$ cat src/rtl/cndt_pkg.sv
// Shared types, constants and helper functions of the node discovery table.
`default_nettype none

package cndt_pkg;

   // Table geometry.
   localparam int TYPE_COUNT     = 8;
   localparam int IDS_PER_TYPE   = 7;
   localparam int TYPE_IDX_W     = $clog2(TYPE_COUNT);

   // Field widths fixed by the frame decoder.
   localparam int NODE_CLASS_W   = 3;
   localparam int NODE_NUM_W     = 8;
   localparam int CNT_W          = 3;
   localparam int COMPARED_TYPES = 7;

   // A row never holds more entries than the count can express.
   localparam int ROW_CAP_INT = (IDS_PER_TYPE < 7) ? IDS_PER_TYPE : 7;
   localparam logic [CNT_W-1:0] ROW_CAP = CNT_W'(ROW_CAP_INT);

   // Configuration port.
   localparam int CSR_INDEX_W = 3;
   localparam int CSR_DATA_W  = 8;

   // Command queue between front and back.
   localparam int QUEUE_DEPTH = 2;
   localparam int QUEUE_PTR_W = $clog2(QUEUE_DEPTH);

   // Frame kinds.
   localparam logic KIND_WAKEUP = 1'b0;
   localparam logic KIND_OTHER  = 1'b1;

   // One row of the identifier store.
   localparam int ROW_W = IDS_PER_TYPE * NODE_NUM_W;
   typedef logic [IDS_PER_TYPE-1:0][NODE_NUM_W-1:0] id_row_type;

   // Per-type counters and expected counts.
   typedef logic [TYPE_COUNT-1:0][CNT_W-1:0]     count_array_type;
   typedef logic [COMPARED_TYPES-1:0][CNT_W-1:0] expect_array_type;

   // A classified request as it waits in the queue.
   typedef struct packed {
      logic                  wakeup;    // wake-up frame for a type that has a row
      logic                  in_table;  // node type has a row
      logic [TYPE_IDX_W-1:0] row;
      logic [NODE_NUM_W-1:0] node_number;
   } cmd_type;

   // Head of the queue as seen by the back part.
   typedef struct packed {
      logic    valid;
      cmd_type cmd;
   } queue_head_type;

   // Row index of a node type; only meaningful when the type is in the table.
   function automatic logic [TYPE_IDX_W-1:0] type_row(input logic [NODE_CLASS_W-1:0] t);
      int unsigned v;
      v = int'(t);
      return TYPE_IDX_W'(v);
   endfunction

endpackage

`default_nettype wire

$ cat src/rtl/cndt_ram.sv
// Generic single-port-write, single-port-read RAM with registered read data.
`default_nettype none

module cndt_ram #(
   parameter int WIDTH = 8,
   parameter int DEPTH = 8
) (
   input  wire logic                     clock,
   input  wire logic                     wr_en,
   input  wire logic [$clog2(DEPTH)-1:0] wr_addr,
   input  wire logic [WIDTH-1:0]         wr_data,
   input  wire logic                     rd_en,
   input  wire logic [$clog2(DEPTH)-1:0] rd_addr,
   output logic      [WIDTH-1:0]         rd_data
);

   logic [WIDTH-1:0] mem_ff [DEPTH];

   // Write port.
   always_ff @(posedge clock) begin
      if (wr_en) begin
         mem_ff[wr_addr] <= wr_data;
      end
   end

   // Registered read port.
   always_ff @(posedge clock) begin
      if (rd_en) begin
         rd_data <= mem_ff[rd_addr];
      end
   end

endmodule

`default_nettype wire

$ cat src/rtl/cndt_front.sv
// Front part: accepts requests, classifies them and queues the commands.
`default_nettype none

module cndt_front
   import cndt_pkg::*;
(
   input  wire logic                    clock,
   input  wire logic                    reset,
   input  wire logic                    req_valid,
   output logic                         req_stall,
   input  wire logic                    req_kind,
   input  wire logic [NODE_CLASS_W-1:0] req_node_class,
   input  wire logic [NODE_NUM_W-1:0]   req_node_number,
   output queue_head_type               head,
   input  wire logic                    pop
);

   cmd_type                entry_ff [QUEUE_DEPTH];
   logic [QUEUE_PTR_W-1:0] wr_ptr_ff, wr_ptr_in;
   logic [QUEUE_PTR_W-1:0] rd_ptr_ff, rd_ptr_in;
   logic [QUEUE_PTR_W:0]   fill_ff, fill_in;
   logic                   push;
   cmd_type                cmd_new;
   logic                   in_table;

   // Classify the incoming request.
   always_comb begin
      in_table            = (int'(req_node_class) < TYPE_COUNT);
      cmd_new.in_table    = in_table;
      cmd_new.wakeup      = in_table && (req_kind == KIND_WAKEUP);
      cmd_new.row         = type_row(req_node_class);
      cmd_new.node_number = req_node_number;
   end

   // Queue handshake.
   assign req_stall  = (fill_ff == (QUEUE_PTR_W+1)'(QUEUE_DEPTH));
   assign push       = req_valid && !req_stall;
   assign head.valid = (fill_ff != '0);
   assign head.cmd   = entry_ff[rd_ptr_ff];

   // Pointer and fill level updates.
   always_comb begin
      wr_ptr_in = wr_ptr_ff;
      rd_ptr_in = rd_ptr_ff;
      fill_in   = fill_ff;
      if (push) begin
         wr_ptr_in = (int'(wr_ptr_ff) == QUEUE_DEPTH-1) ? '0 : wr_ptr_ff + 1'b1;
      end
      if (pop) begin
         rd_ptr_in = (int'(rd_ptr_ff) == QUEUE_DEPTH-1) ? '0 : rd_ptr_ff + 1'b1;
      end
      if (push && !pop) begin
         fill_in = fill_ff + 1'b1;
      end else if (!push && pop) begin
         fill_in = fill_ff - 1'b1;
      end
   end

   always_ff @(posedge clock) begin
      if (reset) begin
         wr_ptr_ff <= '0;
         rd_ptr_ff <= '0;
         fill_ff   <= '0;
      end else begin
         wr_ptr_ff <= wr_ptr_in;
         rd_ptr_ff <= rd_ptr_in;
         fill_ff   <= fill_in;
      end
   end

   // Queue storage needs no reset.
   always_ff @(posedge clock) begin
      if (push) begin
         entry_ff[wr_ptr_ff] <= cmd_new;
      end
   end

endmodule

`default_nettype wire

$ cat src/rtl/cndt_back.sv
// Back part: row lookup and append, per-type counts and the completion check.
`default_nettype none

module cndt_back
   import cndt_pkg::*;
(
   input  wire logic             clock,
   input  wire logic             reset,
   input  wire queue_head_type   head,
   output logic                  pop,
   input  wire expect_array_type expect_cnt,
   output logic                  rsp_valid,
   input  wire logic             rsp_stall,
   output logic                  rsp_added,
   output logic                  rsp_duplicate,
   output logic                  rsp_list_full,
   output logic      [CNT_W-1:0] rsp_type_count,
   output logic                  rsp_all_detected
);

   typedef enum logic [1:0] {
      BACK_IDLE  = 2'b01,
      BACK_CHECK = 2'b10
   } back_state_type;

   back_state_type  state_ff, state_in;
   cmd_type         cmd_ff;
   count_array_type counts_ff, counts_in;
   logic            done_ff, done_in;
   logic            rsp_valid_ff, rsp_valid_in;
   logic            added_ff, added_in;
   logic            dup_ff, dup_in;
   logic            full_ff, full_in;
   logic [CNT_W-1:0] tcount_ff, tcount_in;

   logic [ROW_W-1:0] rd_data;
   id_row_type       row_old;
   id_row_type       row_new;
   logic             wr_en;
   logic [CNT_W-1:0] cnt;
   logic             match;
   logic             all_match;

   assign row_old = id_row_type'(rd_data);

   // Identifier rows, one per node type.
   cndt_ram #(
      .WIDTH (ROW_W),
      .DEPTH (TYPE_COUNT)
   ) u_rows (
      .clock   (clock),
      .wr_en   (wr_en),
      .wr_addr (cmd_ff.row),
      .wr_data (ROW_W'(row_new)),
      .rd_en   (pop),
      .rd_addr (head.cmd.row),
      .rd_data (rd_data)
   );

   // Take a command only when the result register will be free for it.
   assign pop = (state_ff == BACK_IDLE) && head.valid && (!rsp_valid_ff || !rsp_stall);

   // Search the listed entries of the row and build the appended row.
   always_comb begin
      cnt     = counts_ff[cmd_ff.row];
      match   = 1'b0;
      row_new = row_old;
      for (int i = 0; i < IDS_PER_TYPE; i++) begin
         if (i < int'(cnt) && row_old[i] == cmd_ff.node_number) begin
            match = 1'b1;
         end
         if (i == int'(cnt)) begin
            row_new[i] = cmd_ff.node_number;
         end
      end
   end

   // Sequencer, count update, completion check and result register.
   always_comb begin
      state_in     = state_ff;
      counts_in    = counts_ff;
      done_in      = done_ff;
      rsp_valid_in = rsp_valid_ff && rsp_stall;
      added_in     = added_ff;
      dup_in       = dup_ff;
      full_in      = full_ff;
      tcount_in    = tcount_ff;
      wr_en        = 1'b0;
      all_match    = 1'b1;

      unique case (state_ff)
         BACK_IDLE: begin
            if (pop) begin
               state_in = BACK_CHECK;
            end
         end
         BACK_CHECK: begin
            added_in = 1'b0;
            dup_in   = 1'b0;
            full_in  = 1'b0;
            if (cmd_ff.wakeup) begin
               if (match) begin
                  dup_in = 1'b1;
               end else if (cnt < ROW_CAP) begin
                  added_in              = 1'b1;
                  wr_en                 = 1'b1;
                  counts_in[cmd_ff.row] = cnt + 1'b1;
               end else begin
                  full_in = 1'b1;
               end
            end
            tcount_in = cmd_ff.in_table ? counts_in[cmd_ff.row] : '0;

            // Compare every checked type; a type without a row counts as zero.
            for (int c = 0; c < COMPARED_TYPES; c++) begin
               if (c < TYPE_COUNT) begin
                  if (counts_in[TYPE_IDX_W'(c)] != expect_cnt[c]) begin
                     all_match = 1'b0;
                  end
               end else if (expect_cnt[c] != '0) begin
                  all_match = 1'b0;
               end
            end
            if (all_match) begin
               done_in = 1'b1;
            end
            rsp_valid_in = 1'b1;
            state_in     = BACK_IDLE;
         end
         default: begin
            state_in = BACK_IDLE;
         end
      endcase
   end

   always_ff @(posedge clock) begin
      if (reset) begin
         state_ff     <= BACK_IDLE;
         counts_ff    <= '0;
         done_ff      <= 1'b0;
         rsp_valid_ff <= 1'b0;
      end else begin
         state_ff     <= state_in;
         counts_ff    <= counts_in;
         done_ff      <= done_in;
         rsp_valid_ff <= rsp_valid_in;
      end
   end

   // Command and result payload registers.
   always_ff @(posedge clock) begin
      if (pop) begin
         cmd_ff <= head.cmd;
      end
      added_ff  <= added_in;
      dup_ff    <= dup_in;
      full_ff   <= full_in;
      tcount_ff <= tcount_in;
   end

   assign rsp_valid        = rsp_valid_ff;
   assign rsp_added        = added_ff;
   assign rsp_duplicate    = dup_ff;
   assign rsp_list_full    = full_ff;
   assign rsp_type_count   = tcount_ff;
   assign rsp_all_detected = done_ff;

endmodule

`default_nettype wire

$ cat src/rtl/can_node_discovery_table.sv
// Top level of the bus node discovery table with its expected-count registers.
//
//   Channel  Direction  Handshake              Payload
//   req_     in         req_valid / req_stall  kind, node_class, node_number
//   rsp_     out        rsp_valid / rsp_stall  added, duplicate, list_full,
//                                              type_count, all_detected
//   csr_     in         csr_valid / csr_ready  csr_index, csr_wdata
//
// In the back part each request first reads its type's row from the row RAM,
// then is compared, appended and counted before the next request is taken.
// With an empty queue and an idle back part, a request passes through the
// queue, the row read and the check before its response is registered.
// A two-entry queue lets requests be accepted while the back part is busy or
// the result register waits on rsp_stall.
// Synchronous reset clears counts, the all-detected flag and the expected
// counts; row RAM entries beyond a type's count are never compared.
`default_nettype none

module can_node_discovery_table
   import cndt_pkg::*;
(
   input  wire logic                    clock,
   input  wire logic                    reset,
   input  wire logic                    req_valid,
   output logic                         req_stall,
   input  wire logic                    req_kind,
   input  wire logic [NODE_CLASS_W-1:0] req_node_class,
   input  wire logic [NODE_NUM_W-1:0]   req_node_number,
   output logic                         rsp_valid,
   input  wire logic                    rsp_stall,
   output logic                         rsp_added,
   output logic                         rsp_duplicate,
   output logic                         rsp_list_full,
   output logic      [CNT_W-1:0]        rsp_type_count,
   output logic                         rsp_all_detected,
   input  wire logic                    csr_valid,
   output logic                         csr_ready,
   input  wire logic [CSR_INDEX_W-1:0]  csr_index,
   input  wire logic [CSR_DATA_W-1:0]   csr_wdata
);

   expect_array_type expect_ff, expect_in;
   queue_head_type   head;
   logic             pop;

   // Expected-count registers; writes past the last register are dropped.
   assign csr_ready = 1'b1;

   always_comb begin
      expect_in = expect_ff;
      if (csr_valid && csr_ready && int'(csr_index) < COMPARED_TYPES) begin
         expect_in[csr_index] = csr_wdata[CNT_W-1:0];
      end
   end

   always_ff @(posedge clock) begin
      if (reset) begin
         expect_ff <= '0;
      end else begin
         expect_ff <= expect_in;
      end
   end

   // Request intake and command queue.
   cndt_front u_front (
      .clock           (clock),
      .reset           (reset),
      .req_valid       (req_valid),
      .req_stall       (req_stall),
      .req_kind        (req_kind),
      .req_node_class  (req_node_class),
      .req_node_number (req_node_number),
      .head            (head),
      .pop             (pop)
   );

   // Table update and result generation.
   cndt_back u_back (
      .clock            (clock),
      .reset            (reset),
      .head             (head),
      .pop              (pop),
      .expect_cnt       (expect_ff),
      .rsp_valid        (rsp_valid),
      .rsp_stall        (rsp_stall),
      .rsp_added        (rsp_added),
      .rsp_duplicate    (rsp_duplicate),
      .rsp_list_full    (rsp_list_full),
      .rsp_type_count   (rsp_type_count),
      .rsp_all_detected (rsp_all_detected)
   );

endmodule

`default_nettype wire
$ cat config.mk
export PLATFORM = sky130hd
export DESIGN_NAME = can_node_discovery_table
export DESIGN_NICKNAME = d
export VERILOG_FILES = /design/src/rtl/cndt_pkg.sv /design/src/rtl/cndt_ram.sv /design/src/rtl/cndt_front.sv /design/src/rtl/cndt_back.sv /design/src/rtl/can_node_discovery_table.sv
export SDC_FILE = /design/constraint.sdc
export NUM_CORES = 1
export LEC_CHECK = 0
export BUFFER_PORTS_ARGS = -buffer_cell sky130_fd_sc_hd__buf_2
export CORE_ASPECT_RATIO = 2
export CORE_MARGIN = 4
export CORE_UTILIZATION = 57
export CTS_CLUSTER_DIAMETER = 30
export CTS_CLUSTER_SIZE = 12
export DETAILED_ROUTE_END_ITERATION = 8
export PLACE_DENSITY = 0.76
export RECOVER_POWER = 50
export SYNTH_ARGS = -nofsm -noshare
export SYNTH_HDL_FRONTEND = slang
export SYNTH_SLANG_ARGS = --single-unit
$ cat constraint.sdc
create_clock -name clock -period 5.2 [get_ports clock]
set_clock_uncertainty 0.15 [all_clocks]
set_input_delay 1.04 -clock clock [delete_from_list [all_inputs] [get_ports clock]]
set_output_delay 1.04 -clock clock [all_outputs]
set_load 0.02 [all_outputs]
## Yosys cells after proc, flatten, opt, wreduce, memory -nomap -nowiden

Memories as Yosys holds them, arrays and structs flattened. A register that Yosys moved wholly into a read port is not among the register bits.
Index checks and enable logic that the tools add are counted.

- Flip-flop bits (word level): 72
- Output and inout bits: 10
- Memories: 2
- Input port bits: 28
- Word-level logic and storage cells: 156
- Bits in writable memories: 472

- Bitwise gates (word level): 3
- Muxes and demuxes: 53
- $add $sub $neg: 5
- Equal/unequal tests: 23
- Order comparisons: 13
- Reduce and logical (&&, ||, !) cells: 28

Memory list:

| name | depth | bits a word | rd ports | clocked after memory_dff | wr ports | line | RTL |
|---|---|---|---|---|---|---|---|
| u_back.u_rows.mem_ff | 8 | 56 | 1 | 1 | 1 | cndt_ram.sv:17 | `logic [WIDTH-1:0] mem_ff [DEPTH];` |
| u_front.entry_ff | 2 | 12 | 1 | 1 | 1 | cndt_front.sv:18 | `cmd_type entry_ff [QUEUE_DEPTH];` |

Operators with widths:

| operator | count |
|---|---|
| $mux W24 | 4 |
| $eq A8 B8 Y1 | 7 |
| $mux W8 | 7 |
| $mux W1 | 30 |
| $bwmux W24 | 1 |
| $bwmux W21 | 1 |
| $bmux W3 S3 | 2 |
| $demux W3 S3 | 2 |
| $logic_and A1 B1 Y1 | 16 |
| $eq A3 B3 Y1 const A | 4 |
| $mux W3 | 4 |
| $ne A3 B3 Y1 | 4 |
| $lt A3 B3 Y1 const A | 3 |
| $ne A3 B3 Y1 const A | 3 |
| $lt A3 B4 Y1 const B | 2 |
| $eq A2 B3 Y1 const A | 2 |
| $ge A3 B1 Y1 const B | 2 |
| $lt A1 B3 Y1 const A | 2 |
| $lt A2 B3 Y1 const A | 2 |
| $lt A3 B3 Y1 const B | 2 |
| $logic_not A1 Y1 | 5 |
| $eq A2 B2 Y1 const B | 2 |
| $mux W2 | 2 |
| $reduce_bool A2 Y1 | 2 |
| 10 further kinds | 14 |

## Longest topological paths before layout

Gate-level depths: netlist of the first run.

- Word-level depth: 24
- Mapped depth: 16
- Mapped depth without buffers: 13

## Modules after synthesis

Synthesis of the first run repeated with hierarchy kept, for this count alone.

- Cells, all modules: 1,272
- Area, all modules: 24,412.2 µm²

Modules (own cells, without submodules):

| module | cells an instance | area an instance (µm²) | instances | sequential area each (µm²) |
|---|---|---|---|---|
| cndt_ram | 716 | 18,535.3 | 1 | 15,134.5 |
| cndt_back | 413 | 3,907.5 | 1 | 1,131.1 |
| cndt_front | 65 | 1,094.8 | 1 | 820.8 |
| can_node_discovery_table | 78 | 874.6 | 1 | 420.4 |

## Least setup slack after synthesis of the first run

Ideal clock, no wire load.

- Kind: register -> register
- Start point: register u_back.cmd_ff[10] (netlist bit)
- End point: register u_back.counts_ff[10] (netlist bit)
- Path buffers: 1
- Setup time: 0.128 ns
- Data required time: 4.922 ns
- Clock period less this slack: 5.325 ns
- Path slack: -0.125 ns
- Arrival time: 5.047 ns
- Stages on the path, launching flop included: 11
- Cells stage by stage: edfxtp_1 > buf_6 > mux2_1 > a221o_1 > a211oi_4 > nor3_1 > nor3_1 > nand3_1 > nor2_1 > mux2i_1 > nor2_1

- Word-level cells in the longest chain between the ends: 14
- Elaborated cells on any way between the ends: 35
- Those cells by class: add/sub: 1; order compare: 10; mux: 16; reduce/logical: 8

RTL lines:

| what | line | RTL |
|---|---|---|
| from (decl) | cndt_back.sv:27 | `cmd_type cmd_ff;` |
| from (signal assigned) | cndt_back.sv:153 | `cmd_ff <= head.cmd;` |
| $bmux W3 S3 | cndt_back.sv:65 | `cnt = counts_ff[cmd_ff.row];` |
| $mux W3 (implied by the code) | cndt_back.sv:65 |  |
| $lt A1 B3 Y1 | cndt_back.sv:69 | `if (i < int'(cnt) && row_old[i] == cmd_ff.node_number) begin` |
| $logic_and A1 B1 Y1 | cndt_back.sv:69 |  |
| $mux W1 (7 in series) | cndt_back.sv:69 |  |
| $mux W24 (*) | cndt_back.sv:102 | `if (match) begin` |
| $mux W24 (*) | cndt_back.sv:101 | `if (cmd_ff.wakeup) begin` |
| $mux W24 (*) | cndt_back.sv:91 | `unique case (state_ff)` |
| to (signal assigned) | cndt_back.sv:144 | `counts_ff <= counts_in;` |
| to (decl) | cndt_back.sv:28 | `count_array_type counts_ff, counts_in;` |

Mark *: on every way between the ends. The rest lies on a longest branch, timed or not. The select of a mux whose other input is x is not followed.
A chain may end at the register's enable or synchronous reset.

## Final worst setup path of the first run

- Start point: register u_back.cmd_ff[10] (netlist bit)
- End point: register u_back.done_ff (netlist: u_back.rsp_all_detected)

- Word-level cells in the longest chain between the ends: 24
- Elaborated cells on any way between the ends: 48
- Those cells by class: add/sub: 1; order compare: 10; eq/ne: 4; mux: 24; reduce/logical: 9

RTL lines:

| what | line | RTL |
|---|---|---|
| $bmux W3 S3 | cndt_back.sv:65 |  |
| $mux W3 (implied by the code) | cndt_back.sv:65 |  |
| $lt A1 B3 Y1 | cndt_back.sv:69 |  |
| $logic_and A1 B1 Y1 | cndt_back.sv:69 |  |
| $mux W1 (7 in series) | cndt_back.sv:69 |  |
| $mux W24 (*) | cndt_back.sv:102 |  |
| $mux W24 (*) | cndt_back.sv:101 |  |
| $mux W24 (*) | cndt_back.sv:91 |  |
| $ne A3 B3 Y1 | cndt_back.sv:117 | `if (counts_in[TYPE_IDX_W'(c)] != expect_cnt[c]) begin` |
| $mux W1 (3 in series) | cndt_back.sv:117 |  |
| $mux W1 (*) (4 in series) | cndt_back.sv:117 |  |
| $mux W1 (*) | cndt_back.sv:91 |  |
| $reduce_and A2 Y1 (no line) (*) | -- |  |
| to (signal assigned) | cndt_back.sv:145 | `done_ff <= done_in;` |
| to (decl) | cndt_back.sv:29 | `logic done_ff, done_in;` |

Marked as above.

==> impl_metrics.ini, run 1 <==
[route]
num_vias = 15500
drc = 0
dr.pass1.iters = 6
wirelength_mm = 58.7
drtIter0Drc = 1402
ant_nets = 0
avgViaCountPerCell = 6.08
wl_per_cell_um = 23.0

[final_layout]
area_growth_pct = 10.4
drive_above_1_share = 0.0823
n_fill_cell = 3028
final_util = 0.636
nets = 2005
n_antenna_cell = 0

[critical_path]
rr_endpoint = u_back.rsp_all_detected
rr_startpoint = u_back.cmd_ff[10]
crit_fanout = 10
cp-endpoint = u_back.rsp_all_detected
startpoint = u_back.cmd_ff[10]
critPathCaptureType = register
r2r_cells = 13
reg2reg_slack_ps = 650
critPathArrivalTime_ps = 4940
cp_num_buf_inv = 2
crit_chain = mux4_2 -> nor2b_1 -> nor3_1 -> inv_1 -> ha_1 -> ha_1 -> inv_1 -> a222oi_1 -> o21ai_0 -> a31oi_1 -> o22ai_1 -> nor4_1 -> a32o_1
cp.required_ps = 5590
critPathLaunchType = register
crit_path_max_incr_delay_ps = 590
cp_top_family = simple AND/OR/NAND/NOR gates
crit_type = register to register
crit_cells = 13
slowest_stage = nor3_1

[floorplan]
io_pins = 38
core_um2 = 42700
die_width_um = 155
start_util = 0.576
fp.dieH_um = 302
dieArea_um2 = 46800
std_cell_rows = 107

[outcome]
outcome = finished with violations
violations = capacitance limit, slew limit

[logic_synthesis]
syn_inst = 1966
synth_warnings = 0
netlist_area_um2 = 24600
ys_seq_elements = 591
syn-num-nets = 2000
async_reset_ff_frac = 0
synth-edff-count = 546
seq_area_frac_synth = 0.703
synth_cell_types = 63
synth_area_per_cell_um2 = 12.5
ys.flop_type = edfxtp_1

[power_and_ir_drop]
total_power_w = 0.0147
p_leak_nw = 9.62
seqPwrFrac = 0.461
combPwrFrac = 0.263
p_sw_w = 0.00483
switching_share = 0.328
power_density_nw_per_um2 = 541
cell_internal_pwr_w = 0.00987
ir_drop_uv = 655
clockPowerShare = 0.276

[clocking]
clock-sinks = 591
post_cts_buffers = 0
cts_tree = done
cts-buffers-inserted = 60
cts_buffer_depth = 3
cts_resized = 0
holdBufCountCts = 0
insertion_delay_ps = 600
root_buffer = clkbuf_16
path_clk_slew_ps = 50
cts_max_level = 2

[grt]
antenna_found_initial = 1
grt_usage = 0.250
grt_pass1_wl_mm = 89.6
grt_max_degree = 225
grt_pass1_vias = 15700
grt-ovfl-total = 0

[job]
drv_cap = 3

[placement]
globalplace.congestion = 0.964
dpl.hpwl_mm = 33.3
place.port_buffers = 31
place_ws_ps = 876

[sta]
slew_headroom = -0.707
finalSetupViolCount = 0
tns_ps = 0
fin_ws_ps = 649
drv_slew = 241
worstMarginPinSlew_ps = 2560
hold_viol = 0
clock.fmax_mhz = 220
min_period_ps = 4550
rsz0062_at_grt = no
finalCritPeriodShare = 0.875

[min_path]
hold_path.class = register to register
==> metrics by stage <==
step | instances | hold slack, ps | cell area, µm²
floorplan | 1966 | 313 | 24600
global placement | 2454 | 309 | 25400
detailed placement | 2454 | 314 | 25400
CTS | 2551 | 328 | 27200
global route | 2551 | 371 | 27200
finish | 2551 | 331 | 27200
==> flip-flops by register name, summed over array words and instances, names as in the netlist, 2 cells and up, named ones only <==
signal                 cells
u_back.u_rows.mem_ff     448
u_back.u_rows.rd_data     56
u_back.counts_ff          24
u_front.entry_ff          24
expect_ff                 12
u_back.cmd_ff             12
u_back.rsp_type_count      3
u_back.state_ff            2
u_front.fill_ff            2
==> cell families (layout without fill, tap and decap cells) <==
kind of cell	Yosys count	count (layout)	synth area share
buffers and inverters	152	192	0.0244
muxes	120	120	0.0553
adders and majority gates	6	6	0.00305
other	1	1	0.000152
and+or+nand+nor	920	920	0.162
xor gates and xnor gates	66	66	0.0235
DFF	591	591	0.703
AOI/OAI and AO/OA	110	110	0.0283
==> cells in the mapped netlist, drive strengths merged, types with 21 or more instances <==
cell type	number	area share
buf	21	0.0044
clkbuf	101	0.015
dfxtp	45	0.037
edfxtp	546	0.67
inv	28	0.0043
mux2	68	0.031
mux2i	47	0.020
nand2	522	0.080
nand3	286	0.058
nor2	61	0.0093
o21ai	60	0.012
xnor2	45	0.016
xor2	21	0.0075
==> metal layers <==
metal | wire, µm | share of wire | vias to the layer above | GRT usage
li1 | - | - | 7002 | -
met1 | 20400 | 0.35 | 7660 | 0.286
met2 | 30700 | 0.52 | 651 | 0.440
met3 | 3560 | 0.061 | 204 | 0.0311
met4 | 3990 | 0.068 | 0 | 0.158
met5 | 0 | 0 | - | 0
==> final cells by class <==
class | count | area, µm² | area share
inverter | 30 | 121 | 0.00447
tap | 545 | 682 | 0.0251
sequential | 591 | 17300 | 0.637
clock inverter | 18 | 175 | 0.00645
multi-input combinational | 1223 | 6760 | 0.249
timing repair buffer | 65 | 488 | 0.0180
clock buffer | 79 | 1650 | 0.0606
==> power groups by stage <==
stage	Sequential (W)	Combinational, W	Clock [W]
2_1_floorplan	0.00657	0.00286	0
3_3_place_gp	0.00683	0.00376	0
3_5_place_dp	0.00685	0.00390	0
4_1_cts	0.00676	0.00393	0.00409
5_1_grt	0.00681	0.00425	0.00429
6_report	0.00678	0.00387	0.00405
==> worst min path at each step <==
| stage | startpoint | endpoint | slack [ps] | cells after the start |
|---|---|---|---|---|
| floorplan | u_back.counts_ff[16] | u_back.counts_ff[16] | 310 | 2 |
| global placement | u_back.rsp_all_detected | u_back.rsp_all_detected | 310 | 1 |
| detailed placement | u_back.rsp_all_detected | u_back.rsp_all_detected | 310 | 1 |
| CTS | u_back.rsp_all_detected | u_back.rsp_all_detected | 330 | 1 |
| global route | u_back.rsp_all_detected | u_back.rsp_all_detected | 370 | 1 |
| finish | u_back.rsp_all_detected | u_back.rsp_all_detected | 330 | 1 |
==> cells in the final DEF (no fill, tap or decap), types with 22 or more instances in the layout <==
master	netlist	routed
dfxtp_1	45	45
clkbuf_1	101	35
nand3_1	286	286
o21ai_0	59	59
edfxtp_1	546	546
mux2i_1	46	44
nor2_1	61	57
clkbuf_16	0	63
mux2_1	1	57
xnor2_1	45	45
inv_1	27	22
nand2_1	522	522
Note: power is estimated with default switching activity, not from simulation.
==> run 2: changes to the inputs <==
Settings changed: REMOVE_ABC_BUFFERS set to 1.
==> run 2 against run 1 <==
The run still ends with capacitance limit, slew limit left. Final cell count up 0.71%. First-iteration DRC count up 13%. Flip-flop and latch count unchanged. Hold slack better by 20 ps. Die area unchanged. Count of clock-buffer cells in the layout up 5. Sequential power about the same. Cell area up 1.3%. Sequential share of layout area down 0.79 points. Critical path type unchanged. Largest cell class unchanged. Highest routed layer unchanged.
==> impl_metrics.ini, run 2 (same netlist as run 1, synthesis figures left out) <==
[clocking]
cts_buffer_depth = 3
post_cts_buffers = 0
insertion_delay_ps = 590
clock-sinks = 591
cts_max_level = 3
cts-buffers-inserted = 67
holdBufCountCts = 0
cts_tree = done
cts_resized = 0
path_clk_slew_ps = 60
root_buffer = clkbuf_16

[route]
num_vias = 15700
drtIter0Drc = 1584
ant_nets = 0
wirelength_mm = 58.9
drc = 0
dr.pass1.iters = 5
wl_per_cell_um = 22.9
avgViaCountPerCell = 6.11

[final_layout]
drive_above_1_share = 0.0944
area_growth_pct = 11.8
layout.cells.non_filler = 2569
n_antenna_cell = 0
nets = 2022
stdcell_area_um2 = 27500
regMostFlops = u_back.u_rows.mem_ff
biggestRegsByFlops = u_back.u_rows.mem_ff (448), u_back.u_rows.rd_data (56)
mostFrequentLayoutCells = edfxtp_1, nand2_1, nand3_1
layout_commonest_cell = edfxtp_1
largest_reg_flops = 448

[min_path]
hold_path.class = register to register
whs_path_depth = 2

[power_and_ir_drop]
ir_drop_uv = 637
power_density_nw_per_um2 = 547
cell_internal_pwr_w = 0.0101
seqPwrFrac = 0.451
p_leak_nw = 9.79
p_sw_w = 0.00493
switching_share = 0.328
clockPowerShare = 0.292
combPwrFrac = 0.256

[floorplan]
fp.dieH_um = 302
die_width_um = 155
dieArea_um2 = 46800
std_cell_rows = 107
start_util = 0.576
io_pins = 38
core_um2 = 42700

[critical_path]
crit_type = register to register
critPathLaunchType = register
cp.required_ps = 5330
crit_fanout = 17
critPathArrivalTime_ps = 4940
r2r_cells = 11
critPathCaptureType = register

[sta]
finalCritPeriodShare = 0.925
drv_slew = 108
rsz0062_at_grt = no
fin_ws_ps = 389
min_period_ps = 4810
slew_headroom = -1.11
clock.fmax_mhz = 208
hold_viol = 0
worstMarginPinSlew_ps = 3080
finalSetupViolCount = 0

[grt]
grt_pass1_wl_mm = 91.5
grt-ovfl-total = 0
grt_pass1_vias = 16500
grt_usage = 0.254
grt_max_degree = 225
antenna_found_initial = 0

[job]
drv_cap = 3

[outcome]
violations = capacitance limit, slew limit
outcome = finished with violations

[placement]
placed_cells = 2464
globalplace.congestion = 0.911
place_ws_ps = 618
dpl_cell_area_um2 = 25500
place.port_buffers = 31
dpl.hpwl_mm = 32.9
==> run 2: final timing paths <==
check	start	to	slack (ps)
max reg2reg	u_back.cmd_ff[10]	u_back.u_rows.mem_ff[4][44]	390
max	u_back.cmd_ff[10]	u_back.u_rows.mem_ff[4][44]	390
min	u_back.counts_ff[8]	u_back.counts_ff[8]	350
min reg2reg	u_back.counts_ff[8]	u_back.counts_ff[8]	350
==> run 2: layer usage <==
layer / up-vias / share of wire / track usage
met5: - / 0 / 0
met4: 0 / 0.061 / 0.156
met3: 201 / 0.055 / 0.0308
met2: 646 / 0.53 / 0.451
met1: 7789 / 0.36 / 0.288
li1: 7072 / - / -
==> run 2: cell type report <==
class,count,area (µm²)
flip-flops and latches,591,17300
clock buffers,84,1820
repair buffers,75,613
well taps,545,682
clock inverters,21,221
fillers,2999,15200
inverters,30,121
multi-input cells,1223,6750
==> run 2: metrics by stage <==
stage               utilization  hold WS (ps)  setup TNS, ps  total power, W
finish                    0.644           352              0          0.0150
global placement          0.598           328              0          0.0106
CTS                       0.646           352              0          0.0151
global route              0.644           392              0          0.0157
floorplan                     -           313        -772280         0.00962
detailed placement        0.598           347              0          0.0107
==> run 2: power by group through the flow <==
stage                     Sequential (W)  Clock, W  Combinational (W)
after floorplan                  0.00672         0            0.00291
after global routing             0.00681   0.00467            0.00424
after global placement           0.00684         0            0.00372
final                            0.00679   0.00440            0.00386
after detailed placement         0.00685         0            0.00388
after CTS                        0.00676   0.00446            0.00392
==> run 2: critical path, stage by stage (launching register included) <==
cell	delay (ps)
edfxtp_1	720
mux2_1	390
a221o_1	300
a211oi_1	550
clkbuf_1	340
a31o_2	280
nand2_1	110
or3_4	360
clkinv_2	260
nand4_4	180
inv_2	540
buf_4	280
